<file path="src/design/sapq_pkg.sv">
// shared types and constants for the sorted array priority queue
// no dependencies; every other design file refers to it by scoped names
`default_nettype none

package sapq_pkg;

    // request operation codes
    localparam logic [2:0] FUNC_ENQUEUE = 3'd0;
    localparam logic [2:0] FUNC_DEQUEUE = 3'd1;
    localparam logic [2:0] FUNC_SEARCH  = 3'd2;
    localparam logic [2:0] FUNC_UPDATE  = 3'd3;
    localparam logic [2:0] FUNC_CLEAR   = 3'd4;

    // result status codes
    localparam logic [1:0] STAT_OK       = 2'd0;
    localparam logic [1:0] STAT_FULL     = 2'd1;
    localparam logic [1:0] STAT_EMPTY    = 2'd2;
    localparam logic [1:0] STAT_NOTFOUND = 2'd3;

    // request beat
    typedef struct packed {
        logic        [2:0]  func;
        logic signed [31:0] value;
        logic signed [31:0] new_value;
    } t_req;

    // result beat
    typedef struct packed {
        logic        [1:0]  status;
        logic signed [31:0] data_out;
        logic        [4:0]  position;
        logic        [4:0]  count;
        logic               is_empty;
        logic signed [31:0] head_value;
    } t_rsp;

    // what every cell does in a cycle
    typedef enum logic [1:0] {
        CELL_HOLD   = 2'd0,
        CELL_INSERT = 2'd1,
        CELL_REMOVE = 2'd2,
        CELL_SHIFT  = 2'd3
    } t_cell_op;

    // broadcast control to the row of cells
    typedef struct packed {
        t_cell_op           op;
        logic signed [31:0] key;
    } t_cell_ctl;

    // what a cell hands to its right-hand neighbor
    typedef struct packed {
        logic signed [31:0] data;
        logic               gt;
    } t_link;

endpackage

`default_nettype wire

</file>
<file path="src/design/sapq_cell.sv">
// one compare-and-shift cell of the sorted row
// depends on sapq_pkg for the control and link types
`default_nettype none

module sapq_cell (
    input  wire logic               i_clk,
    input  wire sapq_pkg::t_cell_ctl i_ctl,
    input  wire logic               i_occ,
    input  wire sapq_pkg::t_link    i_left,
    input  wire logic signed [31:0] i_right_data,
    output sapq_pkg::t_link         o_link,
    output logic                    o_ge,
    output logic                    o_eq
);

    logic signed [31:0] r_data;
    logic signed [31:0] n_data;
    logic               w_gt;

    // compares against the broadcast key
    assign w_gt   = i_occ && (r_data > i_ctl.key);
    assign o_ge   = i_occ && (r_data >= i_ctl.key);
    assign o_eq   = i_occ && (r_data == i_ctl.key);
    assign o_link = '{data: r_data, gt: w_gt};

    // next entry: take from the left, from the right, the key, or keep
    always_comb begin
        case (i_ctl.op)
            sapq_pkg::CELL_INSERT: begin
                if (i_left.gt) begin
                    n_data = i_left.data;
                end else if (w_gt || !i_occ) begin
                    n_data = i_ctl.key;
                end else begin
                    n_data = r_data;
                end
            end
            sapq_pkg::CELL_REMOVE: begin
                n_data = o_ge ? i_right_data : r_data;
            end
            sapq_pkg::CELL_SHIFT: begin
                n_data = i_right_data;
            end
            default: begin
                n_data = r_data;
            end
        endcase
    end

    // entry storage, no reset
    always_ff @(posedge i_clk) begin
        r_data <= n_data;
    end

endmodule

`default_nettype wire

</file>
<file path="src/design/sorted_array_priority_queue_core.sv">
// top level of the sorted array min-priority queue: control and a row of cells
// depends on sapq_pkg and sapq_cell
//
//   channel   ports                      direction  beat taken when
//   request   start, busy, i_req         in         start && !busy at a rising edge
//   result    o_strobe, o_rsp            out        o_strobe high, one cycle each
//
// every request but an update that finds its old value gives its result in the
// cycle after acceptance; such an update removes, then inserts across the row,
// and holds busy high while it inserts. the row of cells works on every entry
// at once, so the count of entries does not change the timing.
// a synchronous reset empties the queue; entry storage is not cleared.
// the receiver cannot stall, so a result is never held back.
`default_nettype none

module sorted_array_priority_queue_core #(
    parameter int CAPACITY = 16
) (
    input  wire logic          i_clk,
    input  wire logic          i_rst_n,
    input  wire logic          start,
    output logic               busy,
    input  wire sapq_pkg::t_req i_req,
    output logic               o_strobe,
    output sapq_pkg::t_rsp     o_rsp
);

    localparam int CW = $clog2(CAPACITY + 1);
    localparam int IW = $clog2(CAPACITY);
    localparam logic [CW-1:0] CAP_C = CW'(CAPACITY);

    typedef enum logic [1:0] {
        S_IDLE   = 2'b01,
        S_INSERT = 2'b10
    } t_state;

    t_state             r_state, n_state;
    logic [CW-1:0]      r_count, n_count;
    logic               r_strobe, n_strobe;
    logic [1:0]         r_status, n_status;
    logic signed [31:0] r_data_out, n_data_out;
    logic [4:0]         r_position, n_position;
    logic signed [31:0] r_new_value, n_new_value;

    sapq_pkg::t_cell_ctl w_ctl;
    sapq_pkg::t_link     w_link [CAPACITY];
    logic [CAPACITY-1:0] w_occ, w_ge, w_eq, w_first;
    logic [IW-1:0]       w_idx;
    logic [IW+4:0]       w_pos_sum;
    logic [CW+4:0]       w_count_ext;
    logic                w_found, w_empty, w_full, w_accept;

    // row of cells
    for (genvar g = 0; g < CAPACITY; g++) begin : g_cell
        sapq_pkg::t_link    w_left;
        logic signed [31:0] w_right;

        assign w_occ[g] = (CW'(g) < r_count);

        if (g == 0) begin : g_head
            assign w_left = '{data: '0, gt: 1'b0};
        end else begin : g_mid
            assign w_left = w_link[g-1];
        end

        if (g == CAPACITY - 1) begin : g_tail
            assign w_right = w_link[g].data;
        end else begin : g_body
            assign w_right = w_link[g+1].data;
        end

        sapq_cell u_cell (
            .i_clk       (i_clk),
            .i_ctl       (w_ctl),
            .i_occ       (w_occ[g]),
            .i_left      (w_left),
            .i_right_data(w_right),
            .o_link      (w_link[g]),
            .o_ge        (w_ge[g]),
            .o_eq        (w_eq[g])
        );
    end

    // first match in the row and its index; equal entries sit together
    always_comb begin
        w_idx = '0;
        for (int i = 0; i < CAPACITY; i++) begin
            w_first[i] = w_eq[i] && ((i == 0) ? 1'b1 : !w_eq[(i == 0) ? 0 : i - 1]);
            w_idx      = w_idx | (w_first[i] ? IW'(i) : '0);
        end
    end

    assign w_found   = |w_eq;
    assign w_empty   = (r_count == '0);
    assign w_full    = (r_count >= CAP_C);
    assign w_pos_sum = (IW+5)'(w_idx) + (IW+5)'(1);
    assign busy      = (r_state == S_INSERT);
    assign w_accept  = start && !busy;

    // request decode and cell control
    always_comb begin
        n_state     = r_state;
        n_count     = r_count;
        n_strobe    = 1'b0;
        n_status    = sapq_pkg::STAT_OK;
        n_data_out  = '0;
        n_position  = '0;
        n_new_value = r_new_value;
        w_ctl       = '{op: sapq_pkg::CELL_HOLD, key: i_req.value};
        case (r_state)
            S_IDLE: begin
                if (w_accept) begin
                    n_strobe = 1'b1;
                    case (i_req.func)
                        sapq_pkg::FUNC_ENQUEUE: begin
                            if (w_full) begin
                                n_status = sapq_pkg::STAT_FULL;
                            end else begin
                                w_ctl.op = sapq_pkg::CELL_INSERT;
                                n_count  = r_count + CW'(1);
                            end
                        end
                        sapq_pkg::FUNC_DEQUEUE: begin
                            if (w_empty) begin
                                n_status = sapq_pkg::STAT_EMPTY;
                            end else begin
                                w_ctl.op   = sapq_pkg::CELL_SHIFT;
                                n_data_out = w_link[0].data;
                                n_count    = r_count - CW'(1);
                            end
                        end
                        sapq_pkg::FUNC_SEARCH: begin
                            if (w_empty) begin
                                n_status = sapq_pkg::STAT_EMPTY;
                            end else if (!w_found) begin
                                n_status = sapq_pkg::STAT_NOTFOUND;
                            end else begin
                                n_position = w_pos_sum[4:0];
                            end
                        end
                        sapq_pkg::FUNC_UPDATE: begin
                            if (w_empty) begin
                                n_status = sapq_pkg::STAT_EMPTY;
                            end else if (!w_found) begin
                                n_status = sapq_pkg::STAT_NOTFOUND;
                            end else begin
                                w_ctl.op    = sapq_pkg::CELL_REMOVE;
                                n_count     = r_count - CW'(1);
                                n_new_value = i_req.new_value;
                                n_strobe    = 1'b0;
                                n_state     = S_INSERT;
                            end
                        end
                        sapq_pkg::FUNC_CLEAR: begin
                            n_count = '0;
                        end
                        default: begin
                        end
                    endcase
                end
            end
            S_INSERT: begin
                // second half of an update: insert the new value
                w_ctl    = '{op: sapq_pkg::CELL_INSERT, key: r_new_value};
                n_count  = r_count + CW'(1);
                n_strobe = 1'b1;
                n_state  = S_IDLE;
            end
            default: begin
                n_state = S_IDLE;
            end
        endcase
    end

    // control registers
    always_ff @(posedge i_clk) begin
        if (!i_rst_n) begin
            r_state  <= S_IDLE;
            r_count  <= '0;
            r_strobe <= 1'b0;
        end else begin
            r_state  <= n_state;
            r_count  <= n_count;
            r_strobe <= n_strobe;
        end
    end

    // result and update payload registers
    always_ff @(posedge i_clk) begin
        r_new_value <= n_new_value;
        if (n_strobe) begin
            r_status   <= n_status;
            r_data_out <= n_data_out;
            r_position <= n_position;
        end
    end

    // result beat; count and head come straight from the stored state
    assign w_count_ext = (CW+5)'(r_count);
    assign o_strobe    = r_strobe;
    always_comb begin
        o_rsp.status     = r_status;
        o_rsp.data_out   = r_data_out;
        o_rsp.position   = r_position;
        o_rsp.count      = w_count_ext[4:0];
        o_rsp.is_empty   = w_empty;
        o_rsp.head_value = w_empty ? 32'sd0 : w_link[0].data;
    end

endmodule

`default_nettype wire

</file>
<file path="config.mk">
export PLATFORM = sky130hd
export DESIGN_NAME = sorted_array_priority_queue_core
export DESIGN_NICKNAME = d
export VERILOG_FILES = /design/src/design/sapq_pkg.sv /design/src/design/sapq_cell.sv /design/src/design/sorted_array_priority_queue_core.sv
export SDC_FILE = /design/constraint.sdc
export NUM_CORES = 2
export LEC_CHECK = 0
export ABC_AREA = 1
export BUFFER_PORTS_ARGS = -buffer_cell sky130_fd_sc_hd__buf_2
export CORE_ASPECT_RATIO = 1.5
export CORE_UTILIZATION = 25
export CTS_BUF_LIST = sky130_fd_sc_hd__clkbuf_4 sky130_fd_sc_hd__clkbuf_8 sky130_fd_sc_hd__clkbuf_16
export CTS_CLUSTER_SIZE = 10
export DETAILED_ROUTE_END_ITERATION = 12
export GPL_TIMING_DRIVEN = 0
export SLEW_MARGIN = 20
export SYNTH_ARGS = -nofsm -noshare
export SYNTH_HDL_FRONTEND = slang
export SYNTH_SLANG_ARGS = --single-unit
</file>
<file path="constraint.sdc">
create_clock -name i_clk -period 9.4 [get_ports i_clk]
set_input_delay 1.41 -clock i_clk [delete_from_list [all_inputs] [get_ports i_clk]]
set_output_delay 1.41 -clock i_clk [all_outputs]
set_load 0.03 [all_outputs]
</file>
==> metrics.md <==
| Metric | Value |
|---|---|
| Die Ht | `520 um` |
| CP Class | `reg2reg` |
| Worst hold path type | `reg2reg` |
| Final wirelength | `162 mm` |
| Maximum fanout along the worst path | `25` |
| RSZ-0062 raised after global routing | `false` |
| Post-CTS setup buffers | `0` |
| Prevailing post-synth register cell | `edfxtp_1` |
| Most frequent cells in the layout | `nand2_1, nand3_1, edfxtp_1, ha_1, inv_1` |
| Max-Cap Viols | `0` |
| Post-Synthesis Cells | `5,906` |
| Dpl cell area | `49,100 um^2` |
| Count of unique library cells instantiated by Yosys | `40` |
| Critical Path AT | `8450 ps` |
| Critical Path Sink Type | `register` |
| First-pass GRT wire length | `240 mm` |
| Total track usage | `17.5%` |
| Clk slew on worst S/H paths | `60 ps` |
| Initial Utilization | `25.2%` |
| Core area | `177,000 um^2` |
| Number of port buffers | `147` |
| Worst hold start | `r_state[1]` |
| Fmax | `124 MHz` |
| Post_cts resized | `0` |
| Non-Filler Instances | `8,476` |
| Worst-Skew Late Latency | `690 ps` |
| Nets | `6,749` |
| Syn Nets | `6,495` |
| Number of max-slew violations in the final report | `0` |
| Mapped Area | `44,800 um^2` |
| Initial antenna violation count | `2` |
| Num rows | `189` |
| Slew headroom | `22.5%` |
| CTS buffer count | `71` |
| Via count | `40,300` |
| Sequential share of the synthesized area | `39.5%` |
| Ys async rst share | `0%` |
| Post-route clock period utilization | `85.9%` |
| Worst r2r src | `r_state[0]` |
| CP startpoint kind | `register` |
| DRT iter0 DRCs | `2,533` |
| Final Total Pwr | `7.01 mW` |
| Synth warn | `0` |
| EDFF count, synth | `583` |
| I/O pin total | `149` |
| Via density | `4.75` |
| # DRC | `0` |
| Die Area | `181,000 um^2` |
| Gpl congestion | `0.976` |
| P&R area growth vs syn | `14.2%` |
| Finish-stage setup viols | `0` |
| Sink Count | `591` |
| Layout cell share with drive strength beyond 1 | `7.21%` |
| Setup TNS | `0 ps` |
| Power Density | `137 nW/um^2` |
| Pleak | `23.3 nW` |
| Final min period | `8070 ps` |
| Die Width | `347 um` |
| Syn avg cell area | `7.58 um^2` |
| Clock buffer depth | `3` |
| Hold buffer count at cts | `0` |
| Hold Fails Final Rpt | `0` |
| Seq cells post-synth | `591` |
| CTS tree | `yes` |
| Status | `finished, final reports clean` |
| Clk_skew | `42.7 ps` |
| First-pass DRT Iterations | `8` |
| Detailed Place HPWL | `135 mm` |
| Commonest non-fill, non-tap cell in the layout | `nand2_1` |
| Wire length per cell | `19.1 um` |
| Worst VDD drop | `0.114 mV` |
| Worst slew pin tran | `1150 ps` |
| Worst endpoint required time | `9780 ps` |
| Root Driver | `clkbuf_16` |
| H-tree levels | `3` |
| Grt ovf | `0` |
| DRT antenna net count | `0` |
| Hold WS | `480 ps` |
| Crit path launch | `r_state[0]` |
| R2R setup slack | `1330 ps` |
| Placed insts | `8,379` |
| Vias in the first global route | `41,300` |
| Largest net degree at the start of global routing | `33` |
| Final Cell Area | `51,100 um^2` |
==> worst max-delay path, cell delays in order, from the launching register on <==
cell,delay [ps]
dfxtp_1,320
inv_1,60
ha_1,300
clkbuf_1,520
clkbuf_1,760
nand2_1,100
o21ai_1,480
inv_1,310
clkbuf_2,520
ha_1,460
nand2_1,50
nor2_1,170
nand2_1,90
nor2_1,480
nand3_1,390
nand4_1,280
nor2_2,100
inv_1,60
o21ai_0,240
nor4_2,630
buf_2,330
buf_4,220
buf_2,230
buf_2,230
buf_2,210
buf_6,170
==> through the flow <==
stage                     util [%]  setup slack [ps]
after global placement        27.3             -5420
after floorplan                  -              2190
after CTS                     28.8              1100
after global routing          28.8               901
final                         28.8              1330
after detailed placement      27.7              1120
==> synth_stat cells, drive strengths merged (2+ instances only) <==
library cell	n	area share (%)
o21ai	282	3.2
nand2	2168	18
nand3b	9	0.15
ha	519	15
a21o	2	0.034
o211ai	50	0.84
edfxtp	583	39
nand3	738	8.3
xnor2	2	0.039
nor3	11	0.12
o21bai	9	0.15
nor2	344	2.9
inv	438	3.7
a21oi	288	3.2
dfxtp	8	0.36
o21a	12	0.20
clkbuf	226	1.9
and2	3	0.042
xor2	2	0.039
nand4	103	1.4
a31oi	2	0.028
buf	100	1.4
==> logic make-up after synthesis <==
| logic type | share of synthesized area (%) |
|---|---|
| AO/OA/AOI/OAI | 7.73 |
| XOR/XNOR | 0.0783 |
| adder cells (fa/ha/maj) | 14.5 |
| buffers and inverters | 6.99 |
| flip-flops | 39.5 |
| AND/OR/NAND/NOR | 31.2 |
==> registers in the layout (all words and copies together) (netlist names) <==
name and count:
r_count 5, r_new_value 32, r_position 5, o_strobe 1
r_data_out 32, g_cell.u_cell.r_data 512, r_status 2, r_state 2
==> cell type report <==
| type | instances | area [um^2] |
|---|---|---|
| Multi-Input combinational cell | 4551 | 24100 |
| Fill cell | 19200 | 126000 |
| Inverter | 438 | 1640 |
| Tap cell | 2292 | 2870 |
| Buffer | 326 | 1520 |
| Timing Repair Buffer | 181 | 1280 |
| Clock buffer | 86 | 1910 |
| Clock inverter | 10 | 136 |
| Sequential cell | 591 | 17700 |
| Antenna cell | 1 | 2.50 |
==> final timing paths <==
| check | end | cells after the start |
|---|---|---|
| hold / removal | r_state[1] | 2 |
| setup reg to reg | r_new_value[5] | 25 |
| setup / recovery | r_new_value[5] | 25 |
| hold reg to reg | r_state[1] | 2 |
==> metal layers <==
layer  GRT usage [%]  vias to the layer above  wire, um
met3            1.57                      400      5900
met1            16.4                    18300     55600
met2            34.3                     1109     86600
met5               0                        -         0
li1                -                    20400         -
met4            14.4                        0     14200
==> power breakdown <==
part	switching (mW)	internal, mW	leakage (nW)
logic	0.959	0.393	16.9
clock network	1.20	1.46	1.02
registers	0.0225	2.98	5.36
total	2.18	4.83	23.3
(Power assumes the default switching activity.)
